## src/rtl/ghds_pkg.sv

```systemverilog
// Shared types, codes and constants for the graph hop distance search unit.
// Used by ghds_front, ghds_back and the top level; depends on nothing.
package ghds_pkg;

    localparam int MAX_VERTICES_DEF = 32;
    localparam int FIELD_W          = 5;
    localparam int COUNT_W          = 6;
    localparam logic [COUNT_W-1:0] VCOUNT_RESET = 6'd32;

    localparam int QDEPTH = 2;
    localparam int QPTR_W = (QDEPTH > 1) ? $clog2(QDEPTH) : 1;

    localparam logic [1:0] OP_ADD    = 2'd0;
    localparam logic [1:0] OP_SEARCH = 2'd1;
    localparam logic [1:0] OP_CLEAR  = 2'd2;

    typedef enum logic [1:0] {
        CMD_ADD,
        CMD_SEARCH,
        CMD_CLEAR
    } t_cmd_kind;

    typedef struct packed {
        t_cmd_kind            kind;
        logic                 src_ok;
        logic [FIELD_W-1:0]   idx_a;
        logic [FIELD_W-1:0]   idx_b;
    } t_cmd;

    typedef enum logic [2:0] {
        S_IDLE,
        S_ADD_B,
        S_SCAN,
        S_LEVEL,
        S_EMIT
    } t_state;

    function automatic int vert_limit(input int max_vertices);
        return (max_vertices < 32) ? max_vertices : 32;
    endfunction

    function automatic int index_width(input int depth);
        return (depth > 1) ? $clog2(depth) : 1;
    endfunction

endpackage

```

## src/rtl/ghds_front.sv

```systemverilog
// Front end: accepts input words, drops words that change nothing and queues
// the rest as commands for the back end. Depends on ghds_pkg.
module ghds_front #(
    parameter int MAX_VERTICES = ghds_pkg::MAX_VERTICES_DEF
) (
    input  logic                          i_clk,
    input  logic                          i_rst_n,
    input  logic                          push,
    output logic                          full,
    input  logic [1:0]                    i_operation,
    input  logic [ghds_pkg::FIELD_W-1:0]  i_edge_from,
    input  logic [ghds_pkg::FIELD_W-1:0]  i_edge_to,
    input  logic [ghds_pkg::FIELD_W-1:0]  i_start_vertex,
    output logic                          o_cmd_valid,
    output ghds_pkg::t_cmd                o_cmd,
    input  logic                          i_cmd_pop
);

    localparam int VL = ghds_pkg::vert_limit(MAX_VERTICES);
    localparam int QD = ghds_pkg::QDEPTH;
    localparam int PW = ghds_pkg::QPTR_W;
    localparam int CW = PW + 1;
    localparam logic [ghds_pkg::COUNT_W-1:0] VL_C = ghds_pkg::COUNT_W'(VL);

    ghds_pkg::t_cmd r_q [QD];
    logic [PW-1:0]  r_wp;
    logic [PW-1:0]  r_rp;
    logic [CW-1:0]  r_cnt;

    ghds_pkg::t_cmd in_cmd;
    logic           keep;
    logic           accept;
    logic           enq;
    logic           deq;

    always_comb begin
        in_cmd        = '0;
        in_cmd.kind   = ghds_pkg::CMD_CLEAR;
        in_cmd.idx_a  = i_edge_from;
        in_cmd.idx_b  = i_edge_to;
        in_cmd.src_ok = 1'b0;
        keep          = 1'b0;
        unique case (i_operation)
            ghds_pkg::OP_ADD: begin
                in_cmd.kind = ghds_pkg::CMD_ADD;
                keep = ({1'b0, i_edge_from} < VL_C) && ({1'b0, i_edge_to} < VL_C);
            end
            ghds_pkg::OP_SEARCH: begin
                in_cmd.kind   = ghds_pkg::CMD_SEARCH;
                in_cmd.idx_a  = i_start_vertex;
                in_cmd.src_ok = ({1'b0, i_start_vertex} < VL_C);
                keep          = 1'b1;
            end
            ghds_pkg::OP_CLEAR: begin
                in_cmd.kind = ghds_pkg::CMD_CLEAR;
                keep        = 1'b1;
            end
            default: begin
                keep = 1'b0;
            end
        endcase
    end

    assign full        = (r_cnt == CW'(QD));
    assign accept      = push && !full;
    assign enq         = accept && keep;
    assign o_cmd_valid = (r_cnt != '0);
    assign deq         = i_cmd_pop && o_cmd_valid;
    assign o_cmd       = r_q[r_rp];

    always_ff @(posedge i_clk) begin
        if (!i_rst_n) begin
            r_wp  <= '0;
            r_rp  <= '0;
            r_cnt <= '0;
        end else begin
            if (enq) begin
                r_wp <= (r_wp == PW'(QD - 1)) ? '0 : r_wp + 1'b1;
            end
            if (deq) begin
                r_rp <= (r_rp == PW'(QD - 1)) ? '0 : r_rp + 1'b1;
            end
            if (enq && !deq) begin
                r_cnt <= r_cnt + 1'b1;
            end else if (deq && !enq) begin
                r_cnt <= r_cnt - 1'b1;
            end
        end
    end

    always_ff @(posedge i_clk) begin
        if (enq) begin
            r_q[r_wp] <= in_cmd;
        end
    end

endmodule

```

## src/rtl/ghds_back.sv

```systemverilog
// Back end: holds the adjacency matrix and the vertex count register, runs
// level-by-level searches and registers each result word. Depends on ghds_pkg.
module ghds_back #(
    parameter int MAX_VERTICES = ghds_pkg::MAX_VERTICES_DEF
) (
    input  logic                          i_clk,
    input  logic                          i_rst_n,
    input  logic                          i_cfg_we,
    input  logic [ghds_pkg::COUNT_W-1:0]  i_cfg_wdata,
    input  logic                          i_cmd_valid,
    input  ghds_pkg::t_cmd                i_cmd,
    output logic                          o_cmd_pop,
    output logic                          empty,
    input  logic                          pop,
    output logic [ghds_pkg::FIELD_W-1:0]  o_vertex,
    output logic [ghds_pkg::FIELD_W-1:0]  o_hop_distance,
    output logic                          o_reachable,
    output logic                          o_last
);

    localparam int VL = ghds_pkg::vert_limit(MAX_VERTICES);
    localparam int VW = ghds_pkg::index_width(VL);
    localparam int FW = ghds_pkg::FIELD_W;
    localparam int CNW = ghds_pkg::COUNT_W;
    localparam logic [FW-1:0] UNREACHED = FW'((MAX_VERTICES - 1) % 32);

    ghds_pkg::t_state r_state;
    ghds_pkg::t_state n_state;

    logic [CNW-1:0] r_vertex_count;
    logic [VL-1:0]  r_adj [VL];
    logic [VL-1:0]  r_row_ok;
    logic [VL-1:0]  r_rd_row;
    logic           r_rd_take;
    logic           r_rd_vld;
    logic [VW-1:0]  r_a;
    logic [VW-1:0]  r_b;
    logic [VW-1:0]  r_scan;
    logic [VW-1:0]  r_emit;
    logic [VW-1:0]  r_c_last;
    logic [FW-1:0]  r_level;
    logic [VL-1:0]  r_visited;
    logic [VL-1:0]  r_frontier;
    logic [VL-1:0]  r_acc;
    logic [FW-1:0]  r_dist [VL];
    logic           r_out_vld;
    logic [FW-1:0]  r_o_vertex;
    logic [FW-1:0]  r_o_hop;
    logic           r_o_reach;
    logic           r_o_last;

    logic [VW-1:0]  cmd_a;
    logic [VW-1:0]  cmd_b;
    logic [CNW-1:0] c_last_wide;
    logic [VW-1:0]  c_last_calc;
    logic [VL-1:0]  cmask;
    logic [VL-1:0]  acc_full;
    logic [VL-1:0]  new_set;
    logic           scan_last;
    logic           emit_last;
    logic           out_free;
    logic           wr_en;
    logic [VW-1:0]  wr_row;
    logic [VW-1:0]  wr_col;
    logic           start_search;
    logic           clear_all;
    logic           scan_on;
    logic           level_step;
    logic           emit_load;

    assign cmd_a = i_cmd.idx_a[VW-1:0];
    assign cmd_b = i_cmd.idx_b[VW-1:0];

    always_comb begin
        if (r_vertex_count == '0) begin
            c_last_wide = '0;
        end else if (r_vertex_count > CNW'(VL)) begin
            c_last_wide = CNW'(VL - 1);
        end else begin
            c_last_wide = r_vertex_count - 1'b1;
        end
        c_last_calc = c_last_wide[VW-1:0];
    end

    always_comb begin
        for (int i = 0; i < VL; i++) begin
            cmask[i] = (i <= int'(r_c_last));
        end
    end

    assign acc_full  = r_acc | ((r_rd_vld && r_rd_take) ? r_rd_row : '0);
    assign new_set   = acc_full & cmask & ~r_visited;
    assign scan_last = (r_scan == VW'(VL - 1));
    assign emit_last = (r_emit == r_c_last);
    assign out_free  = !r_out_vld || pop;

    always_comb begin
        n_state = r_state;
        unique case (r_state)
            ghds_pkg::S_IDLE: begin
                if (i_cmd_valid) begin
                    unique case (i_cmd.kind)
                        ghds_pkg::CMD_ADD:    n_state = ghds_pkg::S_ADD_B;
                        ghds_pkg::CMD_SEARCH: n_state = i_cmd.src_ok ? ghds_pkg::S_SCAN
                                                                     : ghds_pkg::S_EMIT;
                        default:              n_state = ghds_pkg::S_IDLE;
                    endcase
                end
            end
            ghds_pkg::S_ADD_B: n_state = ghds_pkg::S_IDLE;
            ghds_pkg::S_SCAN: begin
                if (scan_last) begin
                    n_state = ghds_pkg::S_LEVEL;
                end
            end
            ghds_pkg::S_LEVEL: begin
                n_state = (new_set == '0) ? ghds_pkg::S_EMIT : ghds_pkg::S_SCAN;
            end
            ghds_pkg::S_EMIT: begin
                if (out_free && emit_last) begin
                    n_state = ghds_pkg::S_IDLE;
                end
            end
            default: n_state = ghds_pkg::S_IDLE;
        endcase
    end

    always_comb begin
        o_cmd_pop    = 1'b0;
        wr_en        = 1'b0;
        wr_row       = r_b;
        wr_col       = r_a;
        start_search = 1'b0;
        clear_all    = 1'b0;
        scan_on      = 1'b0;
        level_step   = 1'b0;
        emit_load    = 1'b0;
        unique case (r_state)
            ghds_pkg::S_IDLE: begin
                o_cmd_pop = i_cmd_valid;
                if (i_cmd_valid) begin
                    unique case (i_cmd.kind)
                        ghds_pkg::CMD_ADD: begin
                            wr_en  = 1'b1;
                            wr_row = cmd_a;
                            wr_col = cmd_b;
                        end
                        ghds_pkg::CMD_SEARCH: start_search = 1'b1;
                        default:              clear_all    = 1'b1;
                    endcase
                end
            end
            ghds_pkg::S_ADD_B: wr_en      = 1'b1;
            ghds_pkg::S_SCAN:  scan_on    = 1'b1;
            ghds_pkg::S_LEVEL: level_step = 1'b1;
            ghds_pkg::S_EMIT:  emit_load  = out_free;
            default: begin
                o_cmd_pop = 1'b0;
            end
        endcase
    end

    always_ff @(posedge i_clk) begin
        if (!i_rst_n) begin
            r_state        <= ghds_pkg::S_IDLE;
            r_vertex_count <= ghds_pkg::VCOUNT_RESET;
            r_row_ok       <= '0;
            r_rd_vld       <= 1'b0;
            r_visited      <= '0;
            r_frontier     <= '0;
            r_out_vld      <= 1'b0;
        end else begin
            r_state  <= n_state;
            r_rd_vld <= scan_on;
            if (i_cfg_we) begin
                r_vertex_count <= i_cfg_wdata;
            end
            if (clear_all) begin
                r_row_ok <= '0;
            end else if (wr_en) begin
                r_row_ok[wr_row] <= 1'b1;
            end
            if (start_search) begin
                r_visited  <= i_cmd.src_ok ? (VL'(1) << cmd_a) : '0;
                r_frontier <= i_cmd.src_ok ? (VL'(1) << cmd_a) : '0;
            end else if (level_step) begin
                r_visited  <= r_visited | new_set;
                r_frontier <= new_set;
            end
            if (emit_load) begin
                r_out_vld <= 1'b1;
            end else if (pop) begin
                r_out_vld <= 1'b0;
            end
        end
    end

    always_ff @(posedge i_clk) begin
        if (wr_en) begin
            for (int j = 0; j < VL; j++) begin
                if (!r_row_ok[wr_row] || j == int'(wr_col)) begin
                    r_adj[wr_row][j] <= (j == int'(wr_col));
                end
            end
        end
        r_rd_row  <= r_adj[r_scan];
        r_rd_take <= r_row_ok[r_scan] && r_frontier[r_scan];
    end

    always_ff @(posedge i_clk) begin
        if (o_cmd_pop) begin
            r_a <= cmd_a;
            r_b <= cmd_b;
        end
        if (start_search) begin
            r_c_last <= c_last_calc;
            r_level  <= '0;
            r_acc    <= '0;
            r_scan   <= '0;
            r_emit   <= '0;
            if (i_cmd.src_ok) begin
                r_dist[cmd_a] <= '0;
            end
        end
        if (scan_on) begin
            r_scan <= r_scan + 1'b1;
            r_acc  <= acc_full;
        end
        if (level_step) begin
            r_acc   <= '0;
            r_scan  <= '0;
            r_level <= r_level + 1'b1;
            for (int i = 0; i < VL; i++) begin
                if (new_set[i]) begin
                    r_dist[i] <= r_level + 1'b1;
                end
            end
        end
        if (emit_load) begin
            r_emit     <= r_emit + 1'b1;
            r_o_vertex <= FW'(r_emit);
            r_o_hop    <= r_visited[r_emit] ? r_dist[r_emit] : UNREACHED;
            r_o_reach  <= r_visited[r_emit];
            r_o_last   <= emit_last;
        end
    end

    assign empty          = !r_out_vld;
    assign o_vertex       = r_o_vertex;
    assign o_hop_distance = r_o_hop;
    assign o_reachable    = r_o_reach;
    assign o_last         = r_o_last;

    a_frontier_visited: assert property (@(posedge i_clk) disable iff (!i_rst_n)
        (r_frontier & ~r_visited) == '0)
        else $error("Frontier holds a vertex that is not marked visited.");

    a_no_write_in_search: assert property (@(posedge i_clk) disable iff (!i_rst_n)
        (r_state == ghds_pkg::S_SCAN || r_state == ghds_pkg::S_LEVEL) |-> !wr_en)
        else $error("Adjacency matrix written during a search.");

    a_last_ends_search: assert property (@(posedge i_clk) disable iff (!i_rst_n)
        (emit_load && emit_last) |=> (r_state == ghds_pkg::S_IDLE && !empty && o_last))
        else $error("Final result word did not close the search.");

    a_empty_level_emits: assert property (@(posedge i_clk) disable iff (!i_rst_n)
        (level_step && new_set == '0) |=> (r_state == ghds_pkg::S_EMIT && r_emit == '0))
        else $error("Search did not move to reporting after an empty level.");

endmodule

```

## src/rtl/graph_hop_distance_search_unit.sv

```systemverilog
// Top level of the graph hop distance search unit: front end queue plus
// search back end. Depends on ghds_pkg, ghds_front and ghds_back.
//
// Input words are pushed while full is low: add edge, search or clear graph.
// Add words whose endpoints fall outside the matrix and undefined codes are
// taken and dropped. The front end queues up to two commands, so input keeps
// flowing while the back end works. An add writes both matrix entries of the
// edge, in the dispatch state and in S_ADD_B. A search runs one level for
// every hop level plus one closing level; each level scans all VL rows, VL
// being the smaller of MAX_VERTICES and 32, one row per cycle through the
// single port of the adjacency matrix; a start vertex outside the matrix skips
// the levels. It then emits one result word per vertex in use, one per cycle
// while pop keeps up; the last word has o_last set. Results wait in an output
// register while empty is low, and a stalled receiver stalls only the back end.
// The vertex count register is written with i_cfg_we and takes effect at the
// next search. Reset empties the queue and the output, clears every edge
// through per-row valid bits and sets the vertex count to 32.
module graph_hop_distance_search_unit #(
    parameter int MAX_VERTICES = ghds_pkg::MAX_VERTICES_DEF
) (
    input  logic                          i_clk,
    input  logic                          i_rst_n,
    input  logic                          i_cfg_we,
    input  logic [ghds_pkg::COUNT_W-1:0]  i_cfg_wdata,
    input  logic                          push,
    output logic                          full,
    input  logic [1:0]                    i_operation,
    input  logic [ghds_pkg::FIELD_W-1:0]  i_edge_from,
    input  logic [ghds_pkg::FIELD_W-1:0]  i_edge_to,
    input  logic [ghds_pkg::FIELD_W-1:0]  i_start_vertex,
    output logic                          empty,
    input  logic                          pop,
    output logic [ghds_pkg::FIELD_W-1:0]  o_vertex,
    output logic [ghds_pkg::FIELD_W-1:0]  o_hop_distance,
    output logic                          o_reachable,
    output logic                          o_last
);

    logic           cmd_valid;
    logic           cmd_pop;
    ghds_pkg::t_cmd cmd;

    ghds_front #(
        .MAX_VERTICES (MAX_VERTICES)
    ) u_front (
        .i_clk          (i_clk),
        .i_rst_n        (i_rst_n),
        .push           (push),
        .full           (full),
        .i_operation    (i_operation),
        .i_edge_from    (i_edge_from),
        .i_edge_to      (i_edge_to),
        .i_start_vertex (i_start_vertex),
        .o_cmd_valid    (cmd_valid),
        .o_cmd          (cmd),
        .i_cmd_pop      (cmd_pop)
    );

    ghds_back #(
        .MAX_VERTICES (MAX_VERTICES)
    ) u_back (
        .i_clk          (i_clk),
        .i_rst_n        (i_rst_n),
        .i_cfg_we       (i_cfg_we),
        .i_cfg_wdata    (i_cfg_wdata),
        .i_cmd_valid    (cmd_valid),
        .i_cmd          (cmd),
        .o_cmd_pop      (cmd_pop),
        .empty          (empty),
        .pop            (pop),
        .o_vertex       (o_vertex),
        .o_hop_distance (o_hop_distance),
        .o_reachable    (o_reachable),
        .o_last         (o_last)
    );

endmodule
```

## config.mk

```make
export PLATFORM = sky130hd
export DESIGN_NAME = graph_hop_distance_search_unit
export DESIGN_NICKNAME = d
export VERILOG_FILES = /design/src/rtl/ghds_pkg.sv /design/src/rtl/ghds_front.sv /design/src/rtl/ghds_back.sv /design/src/rtl/graph_hop_distance_search_unit.sv
export SDC_FILE = /design/constraint.sdc
export NUM_CORES = 2
export LEC_CHECK = 0
export ABC_AREA = 1
export BUFFER_PORTS_ARGS = -buffer_cell sky130_fd_sc_hd__buf_2
export CORE_AREA = 2 2 467 469
export CTS_BUF_LIST = sky130_fd_sc_hd__clkbuf_8 sky130_fd_sc_hd__clkbuf_16
export DETAILED_ROUTE_END_ITERATION = 16
export DIE_AREA = 0 0 469 471
export HOLD_SLACK_MARGIN = 0.1
export PLACE_DENSITY = 0.44
export REMOVE_ABC_BUFFERS = 1
export SYNTH_ARGS = -nofsm -noshare
export SYNTH_HDL_FRONTEND = slang
export SYNTH_SLANG_ARGS = --single-unit
```

## constraint.sdc

```tcl
create_clock -name i_clk -period 5.1 [get_ports i_clk]
set_input_delay 0.255 -clock i_clk [delete_from_list [all_inputs] [get_ports i_clk]]
set_output_delay 0.255 -clock i_clk [all_outputs]
set_load 0.005 [all_outputs]
```

Yosys cells after proc, flatten, opt, wreduce, memory -nomap -nowiden --
Memories as Yosys holds them, arrays and structs flattened. A register that Yosys moved wholly into a read port is not among the register bits. Cells that the tools add are included.
Cells by class: add/subtract/negate cells 8, shift-type cells 1, mux-type cells 260, multipliers 0, reductions and logical operators 65, div/mod/pow operators 0, equal/unequal tests 44, bitwise operators 7, magnitude comparators 36
Operator list (count):
- two-way mux 32 bit | 8
- two-way mux 1 bit | 222
- OR 32 bit | 3
- == test 5 bit (first input constant) | 16
- less-or-equal comparator 5 bit (first input constant) | 16
- two-way mux 5 bit | 13
- bitwise AND 32 bit | 2
- == test 4 x 5 -> 1 bit (first input constant) | 8
- less-or-equal comparator 4 x 5 -> 1 bit (first input constant) | 8
- logical OR 1 bit | 33
- logical NOT 32 bit | 1
- inverter 32 bit | 1
- << shifter 1 x 5 -> 32 bit (first input constant) | 1
- binary-select mux 1 bit (select 5 bit) | 4
- == test 3 x 5 -> 1 bit (first input constant) | 4
- less-or-equal comparator 3 x 5 -> 1 bit (first input constant) | 4
- < comparator 5 x 6 -> 1 bit (second input constant) | 3
- adder 5 x 1 -> 5 bit (second input constant) | 3
- two-way mux 3 bit | 5
- one-hot mux 3 bit (4 select lines) | 1
- nonzero test 2 bit | 6
- == test 2 x 5 -> 1 bit (first input constant) | 2
- less-or-equal comparator 2 x 5 -> 1 bit (first input constant) | 2
- logical AND 1 bit | 9
- other kinds (32) | 46
Storage, ports and cells: latch bits 0, memory bits (writable) 1210, memory bits (read-only) 0, output and inout port bits 14, input port bits 28, word-level logic and storage cells 445, memories kept 3, bits in registers 181
Memories:
- u_back.r_adj | depth 32, width 32, read ports 1, clocked after memory_dff 1, wr ports 1, RTL line ghds_back.sv:31 | logic [VL-1:0] r_adj [VL];
- u_back.r_dist | depth 32, width 5, read ports 1, clocked after memory_dff 1, wr ports 32, RTL line ghds_back.sv:45 | logic [FW-1:0] r_dist [VL];
- u_front.r_q | depth 2, width 13, read ports 1, clocked after memory_dff 1, wr ports 1, RTL line ghds_front.sv:25 | ghds_pkg::t_cmd r_q [QD];

Longest topological paths before layout --
depth in word-level cells 11, depth in mapped cells 21, mapped depth without buffers 16

Modules after synthesis --
Synthesis repeated with hierarchy kept, for this count alone.
Second synthesis, totals: cells, all modules 6369, area, all modules 64710.8 um2
By module, submodules not included:
- ghds_back | area an instance 63487.1 um2, instances 1, cells an instance 6273, seq. area each 40208.6 um2
- ghds_front | area an instance 1223.7 um2, instances 1, cells an instance 96, seq. area each 820.8 um2

Worst setup path after synthesis --
Ideal clock, no wire load.
path type reg2reg, from reg u_back.r_state[0], to mem u_back.r_adj[12][15] in the netlist's numbering (enable), period minus slack after synthesis 3.585 ns, path slack 1.515 ns, buffers on the path 4, required time 4.796 ns, cell stages (with the launch flop) 14, setup time 0.304 ns, arrival 3.281 ns, cells stage by stage dfxtp_1 > nor2_2 > nand2_1 > nor2_4 > nand2_1 > buf_6 > buf_6 > o21ai_2 > inv_2 > buf_2 > nor2_1 > inv_1 > clkbuf_1 > a21oi_1
Between the ends: longest elaborated chain between the ends 9, elaborated cells between the ends (all ways) 13, those cells by class eq/ne: 2; mux: 8; reduce/logical: 3
Ends and longest elaborated chain:
- from (decl) | RTL line ghds_back.sv:27 | ghds_pkg::t_state r_state;
- from (signal assigned) | RTL line ghds_back.sv:165 | r_state <= ghds_pkg::S_IDLE;
- from (signal assigned) | RTL line ghds_back.sv:173 | r_state <= n_state;
- logical NOT 3 bit | RTL line ghds_back.sv:138 | unique case (r_state)
- two-way mux 5 bit | RTL line ghds_back.sv:138
- binary-select mux 1 bit (select 5 bit) | RTL line ghds_back.sv:201 | if (!r_row_ok[wr_row] || j == int'(wr_col)) begin
- two-way mux 1 bit (implied by the code) | RTL line ghds_back.sv:201
- logical NOT 1 bit | RTL line ghds_back.sv:201
- logical OR 1 bit | RTL line ghds_back.sv:201
- two-way mux 1 bit | RTL line ghds_back.sv:201
- two-way mux 1 bit | RTL line ghds_back.sv:199 | if (wr_en) begin
- two-way mux 1 bit (implied by the code) | RTL line ghds_back.sv:202 | r_adj[wr_row][j] <= (j == int'(wr_col));
- to (decl) | RTL line ghds_back.sv:31
Parallel ways exist; a longest one is shown, timed or not. The select of a mux whose other input is x is not followed.

Worst setup path in the final report --
from reg u_back.r_state[0], to mem u_back.r_adj[28][22] in the netlist's numbering (enable)
The elaborated chain is that of the path after synthesis.

==> impl_metrics.ini <==
[clocking]
cts.htree.levels = 4
cts_resized = 0
ctsLongestPathBuffers = 3
clk_pin_slew_ns = 0.06
cts_tree = done
cts.sinks = 1427
clk-insertion-delay-late_ns = 0.83
root_buffer = clkbuf_16
cts_buffers = 165

[global_route]
grt_pass1_wl_um = 340000
grt_use_total_pct = 20.9
grt_overflow_total = 0
grt_max_degree = 133
grt_pass1_vias = 47800
antenna_found_initial = 4

[synth]
synth.ff_latch_count = 1427
synth_async_sr_flop_share_pct = 0
yosysSeqAreaShare_pct = 63.8
synthDistinctLibCells = 42
synth_flop_cell = edfxtp_1
avgSynthCellArea_um2 = 10.1
synth_edf_count = 1245
synthCells = 6349
synth_warnings = 0
synth_area_um2 = 64300

[pwr]
power_leakage_uw = 0.0259
vdd_drop_max_mv = 0.335
power_density_nw_per_um2 = 512

[sta]
period_share_pct = 87.5
skew_ns = 0.0549
setup_violations = 0
maxSlewViolCount = 0
maxSlewHeadroom_pct = 16.2
fin_crit_ns = 4.46
grt_setup_unrepaired = false
clock.fmax_mhz = 224
hold_viol = 0
setup_ws_ns = 0.637
worst_slew_pin_slew_ns = 1.24

[critical_path]
r2r_setup_slack_ns = 0.64
r2r-end = u_back.r_adj[28][22]
path_max_fanout = 82
r2r_start = u_back.r_state[0]
rr_worst_depth = 18
worstPathRequired_ns = 5.56
end_kind = flop
cp.arrival_ns = 4.93
worstSetupStartpointType = flop
critical_path_class = reg2reg

[floorplanning]
dieHeight_um = 471
dieWidth_um = 469
pin_count = 42
die_area_um2 = 221000
rows = 171
start_util_pct = 29.8
core_area_um2 = 216000

[hold_path]
hold_path_class = in2reg
whs_endpoint = u_front.r_q[0][1]
holdPathStages = 2
min-delay-start = i_edge_to[1]

[layout]
design_area_um2 = 72700
drive_gt1_share_pct = 8.39
nets = 6143
layoutNonFillerInstCount = 9098
area_growth_pct = 13.0
n_fill_cell = 22100

[place]
gp_congestion = 0.833
dpl.hpwl_um = 124000
dpl_cell_area_um2 = 67200
pre_cts_slack_ns = 0.773
placed_cells = 8755
port_buffers = 41

[status]
run_status = finished, final reports clean

[run]
max_cap_viol_count = 0

[routing]
firstDrtPassIters = 5
drt-wirelength-per-cell_um = 26.1
via_per_inst = 5.47
ant_nets = 0
drcViolationCount = 0
drt_wl_total_um = 238000
drt_iter0_drc = 5432
dr_total_vias = 49800
-- sequential cells by signal, indices dropped and copies added, names as in the netlist, 6 cells and up, named ones only --
register	cells
u_back.r_dist	160
u_back.r_rd_row	32
u_back.r_acc	32
u_back.r_visited	32
u_back.r_frontier	32
u_back.r_adj	1024
u_back.r_row_ok	32
u_back.r_vertex_count	6
u_front.r_q	24
-- worst max path at each step --
stage                     depth (start not counted)  slack [ns]               from                    to
after detailed placement                         14        0.77  u_back.r_state[0]  u_back.r_adj[28][22]
after floorplan                                   7      -14.51   u_back.r_scan[0]   u_back.r_rd_row[11]
after CTS                                        14        0.76  u_back.r_state[0]  u_back.r_adj[28][22]
after global routing                             18        0.37  u_back.r_state[0]  u_back.r_adj[28][22]
after global placement                           18        0.68  u_back.r_state[0]  u_back.r_adj[28][22]
final                                            18        0.64  u_back.r_state[0]  u_back.r_adj[28][22]
-- where the power goes --
| group | internal, uW | leakage (uW) | total (uW) | switching (uW) |
|---|---|---|---|---|
| logic | 2640 | 0.0104 | 11400 | 8740 |
| clock network | 6220 | 0.00271 | 11200 | 5000 |
| registers | 14000 | 0.0128 | 14600 | 552 |
-- synthesized netlist by cell type, types with 12 or more instances --
library cell / n / share of area, %
edfxtp_1: 1245 / 58
a21oi_1: 1112 / 8.7
nor2_1: 1003 / 5.9
o21ai_0: 788 / 6.1
clkbuf_1: 481 / 2.8
nand2_1: 386 / 2.3
inv_1: 273 / 1.6
o221ai_1: 209 / 2.8
nand3_1: 202 / 1.6
dfxtp_1: 182 / 5.7
buf_2: 146 / 1.1
o22ai_1: 102 / 0.99
a31oi_1: 43 / 0.42
a32oi_1: 27 / 0.37
inv_2: 19 / 0.11
o311ai_0: 15 / 0.20
nor3_1: 12 / 0.093
-- logic make-up (layout without fill, tap and decap cells) --
| kind of cell | after synthesis | after routing | share of synthesized area, % |
|---|---|---|---|
| AOI/OAI and AO/OA | 2323 | 2323 | 19.9 |
| and+or+nand+nor | 1643 | 1643 | 10.2 |
| DFF | 1427 | 1427 | 63.8 |
| buffers and inverters | 942 | 835 | 5.87 |
| xor gates and xnor gates | 8 | 8 | 0.109 |
| adders and majority gates | 6 | 6 | 0.117 |
| other | 0 | 2 | 0 |
-- cell type report --
| type | instances | area [um2] | share of cell area (%) |
|---|---|---|---|
| Timing Repair Buffer | 237 | 2040 | 2.81 |
| Antenna cell | 2 | 5.00 | 0.00689 |
| Sequential cell | 1427 | 41000 | 56.5 |
| Multi-Input combinational cell | 3980 | 19800 | 27.3 |
| Inverter | 298 | 1140 | 1.57 |
| Clock buffer | 178 | 4340 | 5.97 |
| Tap cell | 2854 | 3570 | 4.91 |
| Clock inverter | 122 | 711 | 0.978 |
-- metrics by stage --
| stage | power, uW | hold WS [ns] | util (%) | TNS (ns) |
|---|---|---|---|---|
| 3_3_place_gp | 26100 | 0.440 | 31.1 | 0 |
| 4_1_cts | 37400 | 0.138 | 33.6 | 0 |
| 2_1_floorplan | 20500 | 0.354 | - | -7422.36 |
| 6_report | 37200 | 0.202 | 33.6 | 0 |
| 5_1_grt | 38900 | 0.190 | 33.6 | 0 |
| 3_5_place_dp | 26100 | 0.450 | 31.1 | 0 |
-- worst max-delay path, cell delays in order (launching register included) --
cell,delay [ns]
dfxtp_1,0.35
nor2_2,0.18
nand2_1,0.14
nor2_4,0.10
buf_4,0.24
nand2_1,0.08
buf_4,0.21
nand2_1,0.33
nand2_1,0.41
nand2_1,0.16
nand2_1,0.06
nand2_1,0.06
nand2_1,0.06
nand2_1,0.05
nand2_1,0.04
nor2_1,0.28
nand2_8,0.42
buf_12,0.38
a21oi_1,0.40
-- cell usage in the layout, fill, tap and decap left out, drive strengths merged, types with 10 or more instances in the layout --
master	instances
nand3	202
edfxtp	1245
a32oi	27
nor3	16
nand4	11
dfxtp	182
nand2	390
dlygate4sd3	40
clkinv	56
buf	196
o22ai	102
a31oi	43
o21ai	799
o311ai	15
o221ai	209
a21oi	1112
o211ai	10
inv	360
clkbuf	179
nor2	1006
or2	13
-- what timing repair did --
item | 4_1_cts | 5_1_grt
hold buffers | 40 | 0
endpoints found under the hold margin | 79 | 0
buffers inserted | 0 | 0
-- layer usage --
layer  up-vias  track usage, %  wire [um]
met5         -               0          0
met4         0            5.66       6190
met3       331            2.75      12400
met2      1562            33.8     112000
met1     25500            29.1     107000
li1      22400               -          -
No activity file was read; power rests on OpenSTA's default activity.
